`src/rtl/joint_force_pi_torque_controller_unit_macros.svh`:
```
// assertion macros for the joint force pi torque controller
// used by the top level; expects clk and rst_n in scope
`ifndef JOINT_FORCE_PI_TORQUE_CONTROLLER_UNIT_MACROS_SVH
`define JOINT_FORCE_PI_TORQUE_CONTROLLER_UNIT_MACROS_SVH

// consequent holds in the same cycle as the antecedent
`define JFPI_ASSERT_SAME(label, ante, cons, msg) \
  label: assert property (@(posedge clk) disable iff (!rst_n) (ante) |-> (cons)) \
    else $error(msg);

// consequent holds in the cycle after the antecedent
`define JFPI_ASSERT_NEXT(label, ante, cons, msg) \
  label: assert property (@(posedge clk) disable iff (!rst_n) (ante) |=> (cons)) \
    else $error(msg);

`endif

```
`src/rtl/jfpi_jmem.sv`:
```
// per-joint state memory: bias torque and error integral, registered read
// uses jfpi_pkg only indirectly through the top level parameters
module jfpi_jmem #(
  parameter int NUM_JOINTS = 7,
  parameter int AW = 3
) (
  input  logic                 clk,
  input  logic                 rst_n,
  input  logic                 rd_en,
  input  logic [AW-1:0]        rd_addr,
  output logic signed [23:0]   rd_bias,
  output logic signed [31:0]   rd_integ,
  input  logic                 wr_en,
  input  logic [AW-1:0]        wr_addr,
  input  logic signed [23:0]   wr_bias,
  input  logic signed [31:0]   wr_integ
);

  logic [55:0]           mem [NUM_JOINTS];
  logic [NUM_JOINTS-1:0] vld_r;
  logic [55:0]           rdata_r;
  logic                  rvld_r;

  // write port
  always_ff @(posedge clk) begin
    if (wr_en) begin
      mem[wr_addr] <= {wr_integ, wr_bias};
    end
  end

  // entries never written read as zero
  always_ff @(posedge clk) begin
    if (!rst_n) begin
      vld_r <= '0;
    end else if (wr_en) begin
      vld_r[wr_addr] <= 1'b1;
    end
  end

  // registered read port
  always_ff @(posedge clk) begin
    if (rd_en) begin
      rdata_r <= mem[rd_addr];
      rvld_r  <= vld_r[rd_addr];
    end
  end

  assign rd_bias  = rvld_r ? rdata_r[23:0]  : '0;
  assign rd_integ = rvld_r ? rdata_r[55:24] : '0;

endmodule

```
`config.mk`:
```
export PLATFORM = sky130hd
export DESIGN_NAME = jfpi_jmem
export DESIGN_NICKNAME = d
export VERILOG_FILES = /design/src/rtl/joint_force_pi_torque_controller_unit_macros.svh /design/src/rtl/jfpi_jmem.sv
export SDC_FILE = /design/constraint.sdc
export NUM_CORES = 1
export LEC_CHECK = 0
export ABC_CLOCK_PERIOD_IN_PS = 10610
export BUFFER_PORTS_ARGS = -buffer_cell sky130_fd_sc_hd__buf_4
export CAP_MARGIN = 15
export CELL_PAD_IN_SITES_DETAIL_PLACEMENT = 1
export CELL_PAD_IN_SITES_GLOBAL_PLACEMENT = 2
export CORE_ASPECT_RATIO = 1.5
export CORE_MARGIN = 4
export CORE_UTILIZATION = 36
export CTS_CLUSTER_SIZE = 20
export DETAILED_ROUTE_END_ITERATION = 10
export HOLD_SLACK_MARGIN = 0.06
export PLACE_DENSITY_LB_ADDON = 0.1
export SYNTH_ARGS = -nofsm -noshare
export SYNTH_HDL_FRONTEND = slang
export SYNTH_SLANG_ARGS = --single-unit
export TNS_END_PERCENT = 10
```
`constraint.sdc`:
```
create_clock -name clk -period 10.61 [get_ports clk]
set_input_delay 1.5915 -clock clk [delete_from_list [all_inputs] [get_ports clk]]
set_output_delay 1.5915 -clock clk [all_outputs]
set_load 0.02 [all_outputs]
```
==> run metrics <==
First-pass DRT Iterations 5; drt first-iter violations 437; die height 277 um; R2R cell count 3; prevailing post-synth register cell edfxtp_1; number of synthesized flops with an enable pin 449; syn nets 996; outcome completed; total setup buffers inserted after CTS 0; Synth cell types 21; Filler cells 4594; fmax 263 MHz; sequential share of power 53.8%; crit path capture type primary output; Routed WL per cell 23.5 um; YS warnings 0; Clock Sinks 456; Remaining Overflow, GRT 0; reg-to-reg slack, setup 9.27 ns; Worst setup startpoint rvld_r; initial antenna violation count 2; hold path start vld_r[2]; cell depth of the worst hold path 1; Reg clk slew, reported paths 0.06 ns; Hold Crit Endpoint vld_r[2]; DRC viols 0; Area Growth Syn to Fin 17.2%; critical path class reg -> out; final WL 39800 um; Core Area 47800 um2; Mean Syn Cell Area 18.7 um2; TritonCTS Buffers 46; IO buf count 121; combinational group share of total power 5.9%; critical path fanouts, max 41; Area contributors post-synth edfxtp_1 (77%), mux2i_1 (6.5%), mux2_2 (3.6%); Slew @ Worst Pin 1.08 ns; skew final 0.00916 ns; total track usage 15.2%; Final Hold Viols 0; hold-fix buffers at CTS 0; max cap viols 0; DPL Wire Length 20200 um; largest area contributor in the netlist edfxtp_1; required time of the critical path 9.02 ns; synthesized cell area 17400 um2; Vias 8783; FF-to-FF End rdata_r[0]; Clock Path Buffers 3; nets@finish 1123; setup violators final 0; Internal Power 3.04 mW; Reg-to-Reg Start mem[3][0]; total power 3.85 mW; synthesized flop and latch total 456; CTS Root Buffer Type clkbuf_16; count leader, synth edfxtp_1; share of cells above drive strength 1 23.8%; die footprint 52100 um2; CTS tree built; Clk pwr share 40.3%; hold crit path type reg -> reg; Synth top area share 77.4%; Top delay family on crit path flip-flops; Post-Syn Instances 930; largest net degree at the start of global routing 94; startpoint types flop; Buf+Inv Stages, Crit Path 2; CP max-delay cell edfxtp_1; Initial Util 36.4%; most used cell, CP buf_4; Final Max Tran Viols 0; Slowest Stage Delay on Critical Path 0.70 ns; via/cell ratio 5.19; Die W 188 um; Clock Latency Late Sink 0.55 ns; min Tclk post-route 3.81 ns; Setup TNS 0 ns; Commonest cells post-synth edfxtp_1 (449), mux2i_1 (113), nand2b_1 (60); I/O Pins 122; Placer Congestion 0.671; cell chain of the critical path buf_4, and2_1, buf_4; Pwr Density 189 nW/um2; Max VDD drop 0.102 mV; RSZ-0062 raised after global routing false; post-CTS sizing 0; fin crit share 35.9%; Sw Share 21.0%; first-pass GRT wire length 60500 um; ys async rst share 0%; vias in the first global route 9761; worst endpoint data arrival time 2.22 ns; Psw 0.808 mW; Final ANT Viol Nets 0; Max-Slew Margin vs Limit 27.9%; leakage power 6.96 nW; post-synthesis sequential area ratio 78.2%; H-tree Lvls 2; # rows 98
-- area by class of cell --
cell class	instances	area (um2)	area share [%]
Sequential cell	456	13600	66.7
Multi-Input combinational cell	418	3600	17.6
Clock buffer	54	1200	5.89
Timing Repair Buffer	135	1020	5.00
Tap cell	600	751	3.68
Clock inverter	28	225	1.10
Antenna cell	1	2.50	0.0123
-- registers in the layout (all words and copies together), names as in the netlist --
signal and cells:
mem 392, vld_r 7, rvld_r 1, rdata_r 56
-- per-layer routing --
layer / up-vias / track usage, % / part of all wire [%]
met3: 58 / 2.37 / 3.4
met2: 140 / 27.4 / 52
li1: 3968 / - / -
met1: 4615 / 19.1 / 42
met4: 2 / 4.09 / 2.0
met5: - / 0 / 0.050
-- power groups by stage --
stage | Clock [mW] | Sequential, mW | Combinational (mW)
3_3_place_gp | 0 | 2.11 | 0.233
4_1_cts | 1.61 | 2.07 | 0.237
5_1_grt | 1.68 | 2.08 | 0.251
3_5_place_dp | 0 | 2.11 | 0.236
2_1_floorplan | 0 | 2.11 | 0.128
6_report | 1.55 | 2.07 | 0.227
-- layout by cell type, fill, tap and decap left out, types with 5 or more instances in the layout --
cell,synthesis,routed
and2_1,56,56
buf_4,0,134
clkbuf_1,25,7
clkbuf_16,0,47
clkinv_1,0,17
clkinv_2,0,5
dfxtp_1,7,7
edfxtp_1,449,449
mux2_2,56,56
mux2i_1,113,113
nand2b_1,60,59
nor2_4,0,5
o211ai_1,56,56
o21a_1,7,7
o221ai_1,56,56
-- stage by stage --
step                std cells  utilization (%)  hold slack [ns]  cell area [um2]  setup slack (ns)
floorplan                 930                -            0.435            17400              4.43
finish                   1692             42.7            0.464            20400              6.80
detailed placement       1609             39.7            0.452            19000              6.53
global route             1691             42.7            0.496            20400              6.53
CTS                      1691             42.7            0.467            20400              6.56
global placement         1609             39.7            0.445            19000              6.51
-- cells by family after synthesis --
| group | synth area share (%) |
|---|---|
| flip-flops | 78.2 |
| multiplexers | 10.3 |
| AND/OR/NAND/NOR | 4.45 |
| AO/OA/AOI/OAI | 5.56 |
| buffers and inverters | 1.50 |
-- worst max-delay path by stage --
stage          depth (start not counted)  slack, ns           end
4_1_cts                                3       6.56  rd_integ[31]
6_report                               3       6.80  rd_integ[31]
3_5_place_dp                           4       6.53        rvld_r
5_1_grt                                3       6.53  rd_integ[31]
2_1_floorplan                          2       4.43     mem[0][0]
3_3_place_gp                           4       6.51        rvld_r
No activity file was read; power rests on OpenSTA's default activity.
