File: src/rtl/joint_force_pi_torque_controller_unit_macros.svh
// assertion macros for the joint force pi torque controller
// used by the top level; expects clk and rst_n in scope
`ifndef JOINT_FORCE_PI_TORQUE_CONTROLLER_UNIT_MACROS_SVH
`define JOINT_FORCE_PI_TORQUE_CONTROLLER_UNIT_MACROS_SVH

// consequent holds in the same cycle as the antecedent
`define JFPI_ASSERT_SAME(label, ante, cons, msg) \
  label: assert property (@(posedge clk) disable iff (!rst_n) (ante) |-> (cons)) \
    else $error(msg);

// consequent holds in the cycle after the antecedent
`define JFPI_ASSERT_NEXT(label, ante, cons, msg) \
  label: assert property (@(posedge clk) disable iff (!rst_n) (ante) |=> (cons)) \
    else $error(msg);

`endif

File: src/rtl/jfpi_gains.sv
// smoothed mass and gain registers with their first-order filter sequencer
// uses jfpi_pkg for nothing beyond widths set here
module jfpi_gains (
  input  logic        clk,
  input  logic        rst_n,
  input  logic        start,
  input  logic [15:0] tgt_mass,
  input  logic [15:0] tgt_pgain,
  input  logic [15:0] tgt_igain,
  input  logic [16:0] smooth_gain,
  output logic [31:0] mass,
  output logic [31:0] pgain,
  output logic [31:0] igain,
  output logic        busy
);

  logic [31:0] mass_r, pgain_r, igain_r;
  logic [1:0]  sel_r, sel_nxt;
  logic        ph_r, ph_nxt;
  logic        busy_r, busy_nxt;
  logic [48:0] a_r, b_r;
  logic [16:0] g_eff;
  logic [31:0] cur;
  logic [15:0] tgt;
  logic [49:0] acc;
  logic [31:0] smoothed;

  // gain above one acts as one
  assign g_eff = (smooth_gain > 17'd65536) ? 17'd65536 : smooth_gain;

  // pick the value under work
  always_comb begin
    unique case (sel_r)
      2'd0: begin
        cur = mass_r;
        tgt = tgt_mass;
      end
      2'd1: begin
        cur = pgain_r;
        tgt = tgt_pgain;
      end
      2'd2: begin
        cur = igain_r;
        tgt = tgt_igain;
      end
      default: begin
        cur = '0;
        tgt = '0;
      end
    endcase
  end

  // two products in the first phase, blend and round in the second
  always_ff @(posedge clk) begin
    if (busy_r && !ph_r) begin
      a_r <= g_eff * {tgt, 16'd0};
      b_r <= (17'd65536 - g_eff) * cur;
    end
  end

  assign acc      = {1'b0, a_r} + {1'b0, b_r} + 50'd32768;
  assign smoothed = acc[47:16];

  // sequencer over the three values
  always_comb begin
    sel_nxt  = sel_r;
    ph_nxt   = ph_r;
    busy_nxt = busy_r;
    if (start) begin
      sel_nxt  = 2'd0;
      ph_nxt   = 1'b0;
      busy_nxt = 1'b1;
    end else if (busy_r) begin
      ph_nxt = ~ph_r;
      if (ph_r) begin
        if (sel_r == 2'd2) begin
          busy_nxt = 1'b0;
        end else begin
          sel_nxt = sel_r + 2'd1;
        end
      end
    end
  end

  always_ff @(posedge clk) begin
    if (!rst_n) begin
      sel_r   <= '0;
      ph_r    <= 1'b0;
      busy_r  <= 1'b0;
      mass_r  <= '0;
      pgain_r <= '0;
      igain_r <= '0;
    end else begin
      sel_r  <= sel_nxt;
      ph_r   <= ph_nxt;
      busy_r <= busy_nxt;
      if (busy_r && ph_r) begin
        unique case (sel_r)
          2'd0:    mass_r  <= smoothed;
          2'd1:    pgain_r <= smoothed;
          2'd2:    igain_r <= smoothed;
          default: ;
        endcase
      end
    end
  end

  assign mass  = mass_r;
  assign pgain = pgain_r;
  assign igain = igain_r;
  assign busy  = busy_r;

endmodule

File: config.mk
export PLATFORM = sky130hd
export DESIGN_NAME = jfpi_gains
export DESIGN_NICKNAME = d
export VERILOG_FILES = /design/src/rtl/joint_force_pi_torque_controller_unit_macros.svh /design/src/rtl/jfpi_gains.sv
export SDC_FILE = /design/constraint.sdc
export NUM_CORES = 2
export LEC_CHECK = 0
export BUFFER_PORTS_ARGS = -buffer_cell sky130_fd_sc_hd__buf_4
export CORE_ASPECT_RATIO = 1.1
export CORE_MARGIN = 2
export CORE_UTILIZATION = 46
export CTS_BUF_LIST = sky130_fd_sc_hd__clkbuf_2
export CTS_CLUSTER_DIAMETER = 100
export DETAILED_ROUTE_END_ITERATION = 8
export GPL_TIMING_DRIVEN = 0
export MAX_ROUTING_LAYER = met4
export PLACE_DENSITY = 0.66
export RECOVER_POWER = 50
export SLEW_MARGIN = 10
export SYNTH_ARGS = -nofsm -noshare
export SYNTH_HDL_FRONTEND = slang
export SYNTH_SLANG_ARGS = --single-unit
export TNS_END_PERCENT = 1
File: constraint.sdc
create_clock -name clk -period 12.75 [get_ports clk]
set_clock_uncertainty 0.2 [all_clocks]
set_input_delay 0 -clock clk [delete_from_list [all_inputs] [get_ports clk]]
set_output_delay 0 -clock clk [all_outputs]
set_load 0.05 [all_outputs]
==> run_results.csv <==
group,metric,value,unit
worst_setup_path,worst_setup_path_startpoint,"sel_r[0]$_SDFFE_PP0P_",
drt,via_count,29700,
logic_synthesis,synth_enable_flop_cells,65,
worst_setup_path,cp_data_arrival_time,11.87,ns
clock_tree,clk_latency,0.84,ns
clock_tree,tritoncts_clock_tree,"done",
worst_setup_path,timing.critical_path.to_type,"register",
timing,setup_total_negative_slack,0,ns
worst_setup_path,reg2reg_from,"sel_r[0]$_SDFFE_PP0P_",
drt,average_wire_per_cell_in_the_routed_design,24.4,um
logic_synthesis,parity_gate_share_of_the_synthesized_area_counting_xor_and_xnor_cells,2.82,%
floorplanning,rows,105,
floorplanning,die-height,291,um
drt,detail_route_antenna_nets,0,
drt,detail_route.drc_violations,0,
place,port_buffers,164,
logic_synthesis,netlist_top_cells_count,"sky130_fd_sc_hd__inv_1 (829), sky130_fd_sc_hd__nand2_1 (794), sky130_fd_sc_hd__fa_1 (687)",
final_layout,nets,5260,
pwr,power.static_leakage,18.0,nW
clock_tree,cts_post_setup_buffers_inserted,0,
worst_setup_path,ff2ff_path_depth,26,
logic_synthesis,synth_mux_area_share,0.0579,%
hold_path,worstHoldEndpoint,"sel_r[1]$_SDFFE_PP0P_",
final_layout,finalInstanceArea,37200,um^2
drt,detail_route.vias_per_cell,5.70,
global_routing,largest_net_degree_at_the_start_of_global_routing,33,
logic_synthesis,compound_cell_area_share_of_the_yosys_netlist,8.61,%
timing,setup_violation_total_in_the_final_timing_report,0,
worst_setup_path,worst-endpoint-required,13.21,ns
hold_path,hp-class,"input port to register",
logic_synthesis,synth-adder-area-share,49.8,%
logic_synthesis,synth-async-reset-ratio,0,%
logic_synthesis,dominant_combinational_cell_family_by_area_after_synthesis,"adder cells",
worst_setup_path,timing.critical_path.slowest_stage_cell,"sky130_fd_sc_hd__clkbuf_1",
logic_synthesis,synth.most_common_cell,"sky130_fd_sc_hd__inv_1",
timing,timing_max_transition_violations_final,63,
global_routing,globalRouteTotalUtil,34.6,%
drt,drt_wl_total,127000,um
final_layout,area_growth_syn_to_layout,7.56,%
global_routing,grt_first_pass_wirelength,190000,um
timing,max_clock_freq,87.7,MHz
worst_setup_path,crit-reg2reg-capture,"b_r[40]$_DFFE_PP_",
logic_synthesis,avg_cell_area_syn,8.64,um^2
global_routing,vias_in_the_first_global_route,30200,
logic_synthesis,synth_top_area_share,39.8,%
timing,worst_pin_slew,1.79,ns
drt,drt-pass1-iter-count,9,
place,routabilityCongestion,1.02,
logic_synthesis,flip_flop_and_latch_count_after_synthesis,165,
worst_setup_path,cpMostUsedCell,"sky130_fd_sc_hd__fa_1",
worst_setup_path,critPathMaxStageDelay,0.89,ns
worst_setup_path,path_class,"register to register",
worst_setup_path,crit_path_max_fanout,10,
floorplanning,io-pin-count,165,
floorplanning,initial_core_util,46.4,%
logic_synthesis,synth_sequential_area_ratio,11.4,%
final_layout,final_layout_size_suffix_gt1_share,4.36,%
final_layout,fillers,7324,
pwr,maximum_resistive_drop_on_vdd,0.227,mV
pwr,power.density_cell_area,122,nW/um^2
logic_synthesis,synth_cells,4000,
floorplanning,dieWidth,265,um
timing,post-route-min-period,11.40,ns
timing,rsz0062_at_grt,"false",
drt,drt-initial-drc-count,3162,
clock_tree,cts-htree-levels,4,
logic_synthesis,synth_top_cells_by_area,"sky130_fd_sc_hd__fa_1 (40%), sky130_fd_sc_hd__ha_1 (10%), sky130_fd_sc_hd__inv_1 (9.0%)",
hold_path,hold_start,"rst_n",
worst_setup_path,timing.reg2reg.setup_slack,1.35,ns
logic_synthesis,synth_ff_type,"sky130_fd_sc_hd__dfxtp_1",
run,max_cap_violations,2,
status,run_status,"finished with violations",
logic_synthesis,yosys.area.top_type,"sky130_fd_sc_hd__fa_1",
floorplanning,floorplan.core_area,74500,um^2
clock_tree,cts.root.buffer_cell,"sky130_fd_sc_hd__clkbuf_2",
timing,max-slew-margin-rel,-19.2,%
global_routing,overflow_left_after_global_routing,0,
place,postPlaceCellArea,37200,um^2
clock_tree,path_clk_slew,0.30,ns
logic_synthesis,synth-warning-count,0,
logic_synthesis,synthDistinctLibCells,83,
clock_tree,cts_buffers,17,
global_routing,antenna_found_initial,4,
hold_path,hold_depth,5,
clock_tree,max-clock-path-buffers,2,
logic_synthesis,yosys.area_share.simple,16.1,%
timing,hold_violations,0,
pwr,report.power.total,0.00455,W
clock_tree,clock_sinks,165,
floorplanning,dieArea,77300,um^2
worst_setup_path,worstSetupStartpointType,"register",
logic_synthesis,post_synth_instance_area,34600,um^2
place,detailed_place_hpwl,107000,um
timing,timing.final.crit_share,89.4,%
status,violations,"capacitance limit, slew limit",
## flip-flops by register name, summed over array words and instances, names as in the netlist
signal / cells
pgain: 32
a_r: 32
igain: 32
sel_r: 2
busy: 1
ph_r: 1
mass: 32
b_r: 33
## worst max path at each step
stage | to | slack, ns | depth (start not counted)
CTS | b_r[40]$_DFFE_PP_ | 1.58 | 26
global placement | b_r[40]$_DFFE_PP_ | 1.16 | 26
detailed placement | b_r[40]$_DFFE_PP_ | 1.68 | 26
finish | b_r[40]$_DFFE_PP_ | 1.35 | 26
global route | b_r[40]$_DFFE_PP_ | 1.20 | 27
floorplan | b_r[45]$_DFFE_PP_ | 4.88 | 30
## cells by family (layout without fill, tap and decap cells)
kind of cell / count (synthesis) / after routing
buffers and inverters: 1016 / 1230
flip-flops: 165 / 165
AO/OA/AOI/OAI: 426 / 426
XOR/XNOR: 106 / 106
other: 2 / 36
multiplexers: 2 / 2
AND/OR/NAND/NOR: 1321 / 1321
adder cells (fa/ha/maj): 962 / 962
## critical path: cells and delay by family (launching register included)
family	cells	cell delay, ns
AO/OA/AOI/OAI	5	1.97
flip-flops	1	0.47
adder cells (fa/ha/maj)	8	3.70
buffers and inverters	7	3.18
AND/OR/NAND/NOR	6	1.68
## through the flow
| stage | cells | hold WS, ns | worst slack (ns) | utilization (%) |
|---|---|---|---|---|
| 4_1_cts | 5206 | 0.0289 | 1.58 | 50.4 |
| 2_1_floorplan | 4029 | -0.0615 | 4.88 | - |
| 3_5_place_dp | 5164 | 0.125 | 1.68 | 49.9 |
| 3_3_place_gp | 5156 | 0.128 | 1.16 | 49.8 |
| 6_report | 5211 | 0.111 | 1.35 | 49.9 |
| 5_1_grt | 5209 | 0.00932 | 1.20 | 49.9 |
## repair_timing
item	in CTS	in global routing
endpoints found under the hold margin	103	0
setup endpoints to repair	0	0
hold buffers	10	0
gates resized for setup	0	0
## layout by cell type, fill, tap and decap left out, types with 21 or more instances in the layout
cell type,instances
sky130_fd_sc_hd__inv_1,829
sky130_fd_sc_hd__nand2_1,794
sky130_fd_sc_hd__fa_1,687
sky130_fd_sc_hd__ha_1,275
sky130_fd_sc_hd__clkbuf_1,249
sky130_fd_sc_hd__nor2_1,239
sky130_fd_sc_hd__dfxtp_1,100
sky130_fd_sc_hd__nor3_1,88
sky130_fd_sc_hd__a21oi_1,79
sky130_fd_sc_hd__o21ai_0,79
sky130_fd_sc_hd__buf_4,73
sky130_fd_sc_hd__xnor2_1,72
sky130_fd_sc_hd__edfxtp_1,65
sky130_fd_sc_hd__nand3_1,56
sky130_fd_sc_hd__a21boi_0,41
sky130_fd_sc_hd__and2_1,40
sky130_fd_sc_hd__a21o_1,39
sky130_fd_sc_hd__conb_1,31
sky130_fd_sc_hd__a222oi_1,29
sky130_fd_sc_hd__xor2_1,28
sky130_fd_sc_hd__a31oi_1,27
sky130_fd_sc_hd__buf_2,23
sky130_fd_sc_hd__a31o_2,22
sky130_fd_sc_hd__and3_1,21
## area by class of cell
type | instances | area [um^2] | share of cell area (%)
Multi-Input combinational cell | 2848 | 26800 | 72.2
Sequential cell | 165 | 3950 | 10.6
Inverter | 829 | 3110 | 8.37
Tap cell | 963 | 1200 | 3.24
Timing Repair Buffer | 182 | 1010 | 2.72
Buffer | 187 | 761 | 2.05
Clock inverter | 15 | 183 | 0.491
Clock buffer | 17 | 85.1 | 0.229
Antenna cell | 5 | 12.5 | 0.0337
## report_power, final
part | switching, W | total, W | internal [W]
Sequential | 0.0000532 | 0.000768 | 0.000715
Clock | 0.000234 | 0.000303 | 0.0000688
Combinational | 0.00227 | 0.00348 | 0.00121
## routing by layer
metal / track usage [%] / share of wire [%] / up-vias
met5: - / 0 / -
met4: 23.2 / 8.6 / 0
met3: 5.20 / 9.4 / 397
met2: 52.9 / 45 / 1649
met1: 42.6 / 37 / 14900
li1: - / - / 12700
(Power assumes the default switching activity.)
